### src/sv/assert_macros.svh
// Assertion helpers used by the controller RTL.
`ifndef ASSERT_MACROS_SVH
`define ASSERT_MACROS_SVH

// Implication checked at every rising clock edge outside reset.
`define ASSERT_IMPL(label, clk_s, rstn_s, ante, cons, msg) \
    label: assert property (@(posedge clk_s) disable iff (!rstn_s) (ante) |-> (cons)) \
        else $error(msg);

// Next-cycle implication checked outside reset.
`define ASSERT_NEXT(label, clk_s, rstn_s, ante, cons, msg) \
    label: assert property (@(posedge clk_s) disable iff (!rstn_s) (ante) |=> (cons)) \
        else $error(msg);

`endif

### src/sv/lzhmf_pkg.sv
package lzhmf_pkg;

    localparam int INDEX_BITS_DEF    = 16;
    localparam int HISTORY_DEPTH_DEF = 65536;
    localparam logic [31:0] HASH_MULT = 32'h9e3779b9;
    localparam logic [8:0]  LEN_CAP   = 9'd256;
    localparam logic [8:0]  MAX_LEN_RESET = 9'd256;
    localparam logic [8:0]  MIN_LEN_RESET = 9'd4;

    localparam logic REG_MAX_LEN = 1'b0;
    localparam logic REG_MIN_LEN = 1'b1;

    localparam logic KIND_LOAD  = 1'b0;
    localparam logic KIND_QUERY = 1'b1;

    // History read address source
    typedef enum logic [1:0] {
        HA_WORD = 2'd0,
        HA_PREV = 2'd1,
        HA_CUR  = 2'd2
    } hsel_t;

    // Controller commands to datapath
    typedef struct packed {
        logic       capture;     // latch input beat
        logic       hist_wr;     // write data byte to history
        logic       hist_rd;     // issue history read
        hsel_t      hist_sel;
        logic [1:0] word_idx;    // byte index of the word being gathered
        logic [1:0] base_k;      // offset of word base from query position
        logic       word_shift;  // take returned byte into word register
        logic       mul;         // register the product
        logic       tab_rd;      // read table at hash
        logic       tab_wr_cur;  // write table at hash with query position
        logic       tab_wr_ins;  // write table at hash with position + base_k
        logic       take_prev;   // latch table read data, compute distance
        logic       len_clr;
        logic       cmp_a;       // latch byte from previous position
        logic       len_inc;
        logic       clr_step;
    } lzhmf_cmd_t;

    typedef struct packed {
        logic kind;
        logic dist_zero;
        logic cmp_eq;      // latched byte equals returned byte
        logic len_at_lim;  // length reached limit
        logic len_ge_min;
        logic clr_last;
    } lzhmf_sts_t;

endpackage

### src/sv/lzhmf_ctrl.sv
`include "assert_macros.svh"
module lzhmf_ctrl
    import lzhmf_pkg::*;
(
    input  logic       clk,
    input  logic       rst_n,
    input  logic       in_valid,
    output logic       in_stall,
    output logic       out_valid,
    input  logic       out_stall,
    input  lzhmf_sts_t sts,
    output lzhmf_cmd_t cmd
);
    typedef enum logic [3:0] {
        S_CLEAR, S_IDLE, S_LOAD, S_WRD, S_WGET, S_MUL, S_TRD, S_TWR,
        S_PREV, S_CRA, S_CRB, S_CCMP, S_NEXT, S_INS, S_OUT
    } state_t;

    state_t     state_reg, state_next;
    logic [1:0] idx_reg, idx_next;
    logic [1:0] k_reg, k_next;
    logic       ovalid_next;
    logic       out_go;

    assign out_go   = out_valid && !out_stall;
    assign in_stall = !(state_reg == S_IDLE && !out_valid);

    always_comb
    begin
        state_next  = state_reg;
        idx_next    = idx_reg;
        k_next      = k_reg;
        ovalid_next = out_valid && !out_go;
        cmd         = '0;
        cmd.hist_sel = HA_WORD;
        cmd.word_idx = idx_reg;
        cmd.base_k   = k_reg;
        unique case (state_reg)
            S_CLEAR:
            begin
                cmd.clr_step = 1'b1;
                if (sts.clr_last)
                    state_next = S_IDLE;
            end
            S_IDLE:
            begin
                if (in_valid && !in_stall)
                begin
                    cmd.capture = 1'b1;
                    state_next  = S_LOAD;
                end
            end
            S_LOAD:
            begin
                // branch on captured kind
                if (sts.kind == KIND_LOAD)
                begin
                    cmd.hist_wr = 1'b1;
                    state_next  = S_IDLE;
                end
                else
                begin
                    idx_next   = 2'd0;
                    k_next     = 2'd0;
                    state_next = S_WRD;
                end
            end
            S_WRD:
            begin
                cmd.hist_rd = 1'b1;
                state_next  = S_WGET;
            end
            S_WGET:
            begin
                cmd.word_shift = 1'b1;
                idx_next = idx_reg + 2'd1;
                state_next = (idx_reg == 2'd3) ? S_MUL : S_WRD;
            end
            S_MUL:
            begin
                cmd.mul    = 1'b1;
                state_next = (k_reg == 2'd0) ? S_TRD : S_INS;
            end
            S_TRD:
            begin
                cmd.tab_rd = 1'b1;
                state_next = S_TWR;
            end
            S_TWR:
            begin
                cmd.tab_wr_cur = 1'b1;
                cmd.take_prev  = 1'b1;
                cmd.len_clr    = 1'b1;
                state_next     = S_PREV;
            end
            S_PREV:
            begin
                if (sts.dist_zero)
                begin
                    ovalid_next = 1'b1;
                    state_next  = S_OUT;
                end
                else
                    state_next = S_CRA;
            end
            S_CRA:
            begin
                if (sts.len_at_lim)
                    state_next = S_NEXT;
                else
                begin
                    cmd.hist_rd  = 1'b1;
                    cmd.hist_sel = HA_PREV;
                    state_next   = S_CRB;
                end
            end
            S_CRB:
            begin
                cmd.cmp_a    = 1'b1;
                cmd.hist_rd  = 1'b1;
                cmd.hist_sel = HA_CUR;
                state_next   = S_CCMP;
            end
            S_CCMP:
            begin
                if (sts.cmp_eq)
                begin
                    cmd.len_inc = 1'b1;
                    state_next  = S_CRA;
                end
                else
                    state_next = S_NEXT;
            end
            S_NEXT:
            begin
                // insert next three positions when long enough
                if (sts.len_ge_min && k_reg != 2'd3)
                begin
                    k_next     = k_reg + 2'd1;
                    idx_next   = 2'd0;
                    state_next = S_WRD;
                end
                else
                begin
                    ovalid_next = 1'b1;
                    state_next  = S_OUT;
                end
            end
            S_INS:
            begin
                cmd.tab_wr_ins = 1'b1;
                state_next     = S_NEXT;
            end
            S_OUT:
            begin
                if (!out_valid || out_go)
                    state_next = S_IDLE;
                if (out_go)
                    ovalid_next = 1'b0;
                else if (!out_valid)
                    ovalid_next = 1'b0;
            end
            default: state_next = S_IDLE;
        endcase
    end

    always_ff @(posedge clk or negedge rst_n)
    begin
        if (!rst_n)
        begin
            state_reg <= S_CLEAR;
            idx_reg   <= 2'd0;
            k_reg     <= 2'd0;
            out_valid <= 1'b0;
        end
        else
        begin
            state_reg <= state_next;
            idx_reg   <= idx_next;
            k_reg     <= k_next;
            out_valid <= ovalid_next;
        end
    end

    `ASSERT_IMPL(a_no_accept_busy, clk, rst_n, state_reg != S_IDLE, in_stall, "accept while busy")
    `ASSERT_IMPL(a_clear_quiet, clk, rst_n, state_reg == S_CLEAR, !out_valid, "output during clear")
    `ASSERT_NEXT(a_out_from_prev, clk, rst_n, state_reg == S_PREV && sts.dist_zero, out_valid, "zero distance lost")
    `ASSERT_IMPL(a_one_table_wr, clk, rst_n, 1'b1, !(cmd.tab_wr_cur && cmd.tab_wr_ins), "double table write")
endmodule

### config.mk
export PLATFORM = sky130hd
export DESIGN_NAME = lzhmf_ctrl
export DESIGN_NICKNAME = d
export VERILOG_FILES = /design/src/sv/lzhmf_pkg.sv /design/src/sv/lzhmf_ctrl.sv
export VERILOG_INCLUDE_DIRS = /design/src /design/src/sv
export SDC_FILE = /design/constraint.sdc
export NUM_CORES = 1
export LEC_CHECK = 0
export ABC_AREA = 1
export BUFFER_PORTS_ARGS = -buffer_cell sky130_fd_sc_hd__buf_2
export CORE_UTILIZATION = 50
export DETAILED_ROUTE_END_ITERATION = 10
export HOLD_SLACK_MARGIN = 0.05
export PLACE_DENSITY = 0.88
export SYNTH_ARGS = -nofsm -noshare
export SYNTH_HDL_FRONTEND = slang
export SYNTH_SLANG_ARGS = --single-unit
### constraint.sdc
create_clock -name clk -period 3.9 [get_ports clk]
set_clock_uncertainty 0.1 [all_clocks]
set_input_delay 0 -clock clk [delete_from_list [all_inputs] [get_ports clk]]
set_output_delay 0 -clock clk [all_outputs]
set_load 0.01 [all_outputs]
==> results of run 1 <==
[logic make-up (layout without fill, tap and decap cells)]
kind of cell | count (synthesis) | in the layout | share of synthesized area
simple gates | 81 | 81 | 0.495
buf+inv | 31 | 69 | 0.160
flops | 9 | 9 | 0.280
fa+ha+maj | 3 | 3 | 0.0466
compound gates | 3 | 3 | 0.0186
[cell usage in the layout (no fill, tap or decap), types with 4 or more instances in the layout]
cell	netlist	layout
nand2_1	34	34
dlygate4sd3_1	0	7
nand3_1	19	19
inv_2	4	4
nor2_4	4	4
buf_2	0	30
nor2_1	9	9
dfrtp_1	9	9
inv_1	22	22
[tightest hold or removal path, stage by stage]
cell and delay, ps:
buf_2 100, nand3b_1 140, nand2_1 60, nor3_1 40
nand3_1 60
[path summary, 6_finish.rpt]
kind                                   start           end  slack [ps]  cells past startpoint
worst max-delay path            state_reg[1]     out_valid        2020                      5
worst min-delay path                  sts[3]  state_reg[2]          80                      5
worst max register to register  state_reg[1]     out_valid        2020                      5
worst min register to register    idx_reg[1]    idx_reg[1]         440                      2
max in group asynchronous              rst_n    idx_reg[1]        2700                      3
min in group asynchronous              rst_n  state_reg[1]         700                      3
[cell usage after synthesis (all sizes together)]
library cell and instances:
ha 3, nand3b 1, dfrtp 9, nand4 2, o21ai 2, nor3 3
nor2 16, a21oi 1, inv 26, nand2 36, clkinv 2, or2 3
nand3 20, buf 3
[stage by stage]
step | total power [µW] | setup WS (ps) | util | instance area [µm²]
floorplan | 464 | 2520 | - | 806
detailed placement | 579 | 2350 | 0.633 | 953
CTS | 664 | 2060 | 0.697 | 1050
global placement | 563 | 2420 | 0.633 | 953
global route | 731 | 1980 | 0.697 | 1050
finish | 659 | 2020 | 0.697 | 1050
[layer usage]
layer / up-vias / global-route usage / part of all wire
met1: 413 / 0.292 / 0.38
met2: 53 / 0.441 / 0.51
met3: 10 / 0.0474 / 0.078
met4: 0 / 0.125 / 0.029
met5: - / 0 / 0
li1: 470 / - / -
[final cells by class]
cell class,count,area (µm²)
fillers,141,457
inverters,28,106
clock buffers,4,26.3
flip-flops and latches,9,225
multi-input cells,87,452
repair buffers,37,220
well taps,16,20.0
[power breakdown]
group / switching, µW / internal, µW / total (µW)
Clock: 33.2 / 39.5 / 72.7
Combinational: 253 / 152 / 404
Sequential: 53.8 / 129 / 182
==> flow_summary.json, run 1 <==
{
  "grt_pass1_wl_um": 3380,
  "worst_pin_slew_ps": 421,
  "hold_viol_final": 0,
  "clockRootBuffer": "clkbuf_4",
  "routedWlPerCell_um": 11.2,
  "die_w_um": 42.1,
  "drt_first_pass_iters": 4,
  "cp_top_family": "simple AND/OR/NAND/NOR gates",
  "largest_reg_flops": 4,
  "fin_tns_setup_ps": 0,
  "cts_num_sinks": 9,
  "drt_iter0_drc": 17,
  "layout-drive-gt1-share": 0.297,
  "die_h_um": 42.1,
  "synthCells": 127,
  "max-cap-violations": 0,
  "path_class": "reg -> reg",
  "post_cts_buffers": 0,
  "ys_seq_area_frac": 0.280,
  "hpwl_um": 1620,
  "yosys.cell_types.count": 21,
  "crit_chain": "nor2_4, nand2_2, or2_4, nand3_1, dlygate4sd3_1",
  "rsz0062_at_grt": "no",
  "cp_data_arrival_time_ps": 1970,
  "route.vias.total": 946,
  "die_area_um2": 1780,
  "dp_cells": 170,
  "cts.repair.resized": 0,
  "finalCriticalPeriod_ps": 1880,
  "clk_pin_slew_worst_paths_ps": 60,
  "coreArea_um2": 1510,
  "start_util": 0.535,
  "cp-start-kind": "register",
  "finalSetupViolations": 0,
  "grt_remaining_overflow": 0,
  "vias_per_cell": 5.23,
  "cts_buffers": 3,
  "critPathRequiredTime_ps": 3990,
  "worst-path-buf-inv": 1,
  "finalNetCount": 179,
  "wl_um": 2020,
  "drcViolationCount": 0,
  "status": "completed",
  "port_buffers": 30,
  "yosysTopAreaCell": "dfrtp_1",
  "stdcell_count": 181,
  "area_growth_pct": 30.3,
  "crit_slowest_cell": "dlygate4sd3_1",
  "peakVddDrop_mv": 0.386,
  "ys_seq_elements": 9,
  "grt_usage": 0.252,
  "cts_tree": "yes",
  "synth_top_area_share": 0.280,
  "path_max_fanout": 7,
  "synthesis.nets": 140,
  "antenna_found_initial": 0,
  "grt_pass1_vias": 843,
  "powerDensity_nw_per_um2": 628,
  "fmax_mhz": 533,
  "yosysWarnings": 0,
  "num_antenna_cells": 0,
  "gp_congestion": 0.896,
  "synth_area_um2": 806,
  "hold_class": "in -> reg",
  "slew_viol_final": 0,
  "crit_path_max_incr_delay_ps": 550,
  "relSlewSlack": 0.718,
  "netlist_top_cells_area": "dfrtp_1 (28%), nand2_1 (16%), nand3_1 (12%), inv_1 (10%), nor2_4 (5.6%)",
  "leakagePower_uw": 0.000704,
  "grt_max_degree": 10,
  "clock_latency_ps": 260,
  "fin_hold_ws_ps": 75.5,
  "fin_crit_sh": 0.481,
  "ios": 31,
  "avgSynthCellArea_um2": 6.34,
  "clockBufferDepth": 2,
  "antenna_left": 0,
  "row_count": 14,
  "endpoint_kind": "register",
  "cts_hold_buffers": 7,
  "htree_levels": 1
}
No activity file was read; power rests on OpenSTA's default activity.
==> inputs of run 2 (changes only) <==
--- a/config.mk
+++ b/config.mk
@@ -8,10 +8,10 @@
 export LEC_CHECK = 0
 export ABC_AREA = 1
 export BUFFER_PORTS_ARGS = -buffer_cell sky130_fd_sc_hd__buf_2
-export CORE_UTILIZATION = 50
+export CORE_UTILIZATION = 43
 export DETAILED_ROUTE_END_ITERATION = 10
 export HOLD_SLACK_MARGIN = 0.05
-export PLACE_DENSITY = 0.88
+export PLACE_DENSITY = 0.81
 export SYNTH_ARGS = -nofsm -noshare
 export SYNTH_HDL_FRONTEND = slang
 export SYNTH_SLANG_ARGS = --single-unit
==> constraint.sdc (replaced) <==
create_clock -name clk -period 1.7 [get_ports clk]
set_clock_uncertainty 0.1 [all_clocks]
set_input_delay 0 -clock clk [delete_from_list [all_inputs] [get_ports clk]]
set_output_delay 0 -clock clk [all_outputs]
set_load 0.01 [all_outputs]
==> flow_summary.json, run 2 (same netlist as run 1, synthesis figures left out) <==
{
  "grt_remaining_overflow": 0,
  "final_cell_mix": "nand2_1 (34), buf_2 (30), inv_1 (22), nand3_1 (19)",
  "critPathRequiredTime_ps": 1750,
  "status": "completed",
  "regToRegSetupSlack_ps": 150,
  "drt_iter0_drc": 15,
  "worst_path_most_repeated_cell": "nand2_1",
  "drt_first_pass_iters": 4,
  "cp_data_arrival_time_ps": 1600,
  "row_count": 15,
  "hpwl_um": 1590,
  "r2r-start": "state_reg[2]",
  "grt_pass1_wl_um": 3330,
  "clock_latency_ps": 260,
  "gp_congestion": 0.867,
  "peakVddDrop_mv": 0.727,
  "fillers": 191,
  "final_common_cell": "nand2_1",
  "powerDensity_nw_per_um2": 1410,
  "cts_num_sinks": 9,
  "cp-start-kind": "register",
  "hold_start": "sts[3]",
  "wl_um": 2000,
  "fmax_mhz": 644,
  "layout-drive-gt1-share": 0.303,
  "clockBufferDepth": 2,
  "path_class": "reg -> reg",
  "htree_levels": 1,
  "start_util": 0.462,
  "leakagePower_uw": 0.000703,
  "slew_viol_final": 0,
  "area_growth_pct": 32.3,
  "clk_pin_slew_worst_paths_ps": 70,
  "antenna_left": 0,
  "crit_path_max_incr_delay_ps": 460,
  "port_buffers": 30,
  "startpoint": "state_reg[2]",
  "holdPathStages": 5,
  "endpoint_kind": "register",
  "finalSetupViolations": 0,
  "hold_class": "in -> reg",
  "finalCriticalPeriod_ps": 1550,
  "rsz0062_at_grt": "no",
  "relSlewSlack": 0.699,
  "clockRootBuffer": "clkbuf_4",
  "crit_slowest_cell": "dfrtp_1",
  "drcViolationCount": 0,
  "cts_tree": "yes",
  "hold_viol_final": 0,
  "fin_crit_sh": 0.913,
  "worst_pin_slew_ps": 451,
  "reg2reg_to": "state_reg[0]",
  "fin_tns_setup_ps": 0,
  "die_h_um": 45.3,
  "path_max_fanout": 7,
  "grt_pass1_vias": 804,
  "antenna_found_initial": 0,
  "grt_usage": 0.227,
  "coreArea_um2": 1750,
  "vias_per_cell": 4.87,
  "cts_buffers": 3,
  "routedWlPerCell_um": 10.5,
  "crit_chain": "nor2_2, nand2_1, or2_1, nand2_1, nor2_1, nand2_1, nand2_1",
  "die_area_um2": 2050,
  "grt_max_degree": 10,
  "rr_worst_depth": 7,
  "num_antenna_cells": 0,
  "fin_hold_ws_ps": 76.7,
  "hold_end": "state_reg[2]",
  "largest_reg_flops": 4,
  "die_w_um": 45.3,
  "finalNetCount": 179,
  "max-cap-violations": 0,
  "route.vias.total": 926,
  "ios": 31
}
-- run 2: worst max-delay path by stage --
| stage | cells after the start | endpoint | slack, ps |
|---|---|---|---|
| after floorplan | 7 | state_reg[1] | 320 |
| after global placement | 7 | state_reg[1] | 230 |
| after detailed placement | 7 | state_reg[0] | 170 |
| after CTS | 3 | cmd[6] | 110 |
| after global routing | 7 | state_reg[1] | 10 |
| final | 7 | state_reg[0] | 150 |
-- run 2: area by class of cell --
class                   count  area (µm²)  share of cell area
flip-flops and latches      9         225               0.211
multi-input cells          87         457               0.428
well taps                  25        31.3              0.0293
inverters                  28         106              0.0998
clock buffers               4        26.3              0.0246
repair buffers             37         220               0.207
-- run 2: layer usage --
metal	part of all wire	GRT usage	up-vias	wire, µm
met5	0	0	-	0
met4	0.0045	0.103	0	9
met3	0.053	0.0360	2	106
met2	0.53	0.397	37	1050
met1	0.42	0.272	413	831
li1	-	-	474	-
-- run 2: power by group --
group          switching (µW)  internal (µW)
combinational             572            340
sequential                125            295
clock                    81.3           90.6
total                     778            726
-- run 2: metrics by stage --
step / std cells / utilization / setup slack [ps] / cell area, µm² / total power, µW
4_1_cts: 190 / 0.608 / 110 / 1060 / 1510
5_1_grt: 190 / 0.611 / 13.6 / 1070 / 1650
2_1_floorplan: 127 / - / 325 / 806 / 1060
6_report: 190 / 0.611 / 148 / 1070 / 1500
3_3_place_gp: 179 / 0.553 / 227 / 965 / 1290
3_5_place_dp: 179 / 0.553 / 174 / 965 / 1320
-- run 2: repair_timing --
action | in CTS | in global routing
buffers inserted | 0 | 0
setup endpoints to repair | 0 | 3
hold endpoints to repair | 14 | 0
hold buffers | 7 | 0
resized for setup | 0 | 1
-- run 2: worst max-delay path: cells and delay by family, from the launching register on --
family	cells	cell delay (ps)
simple gates	7	860
flops	1	460
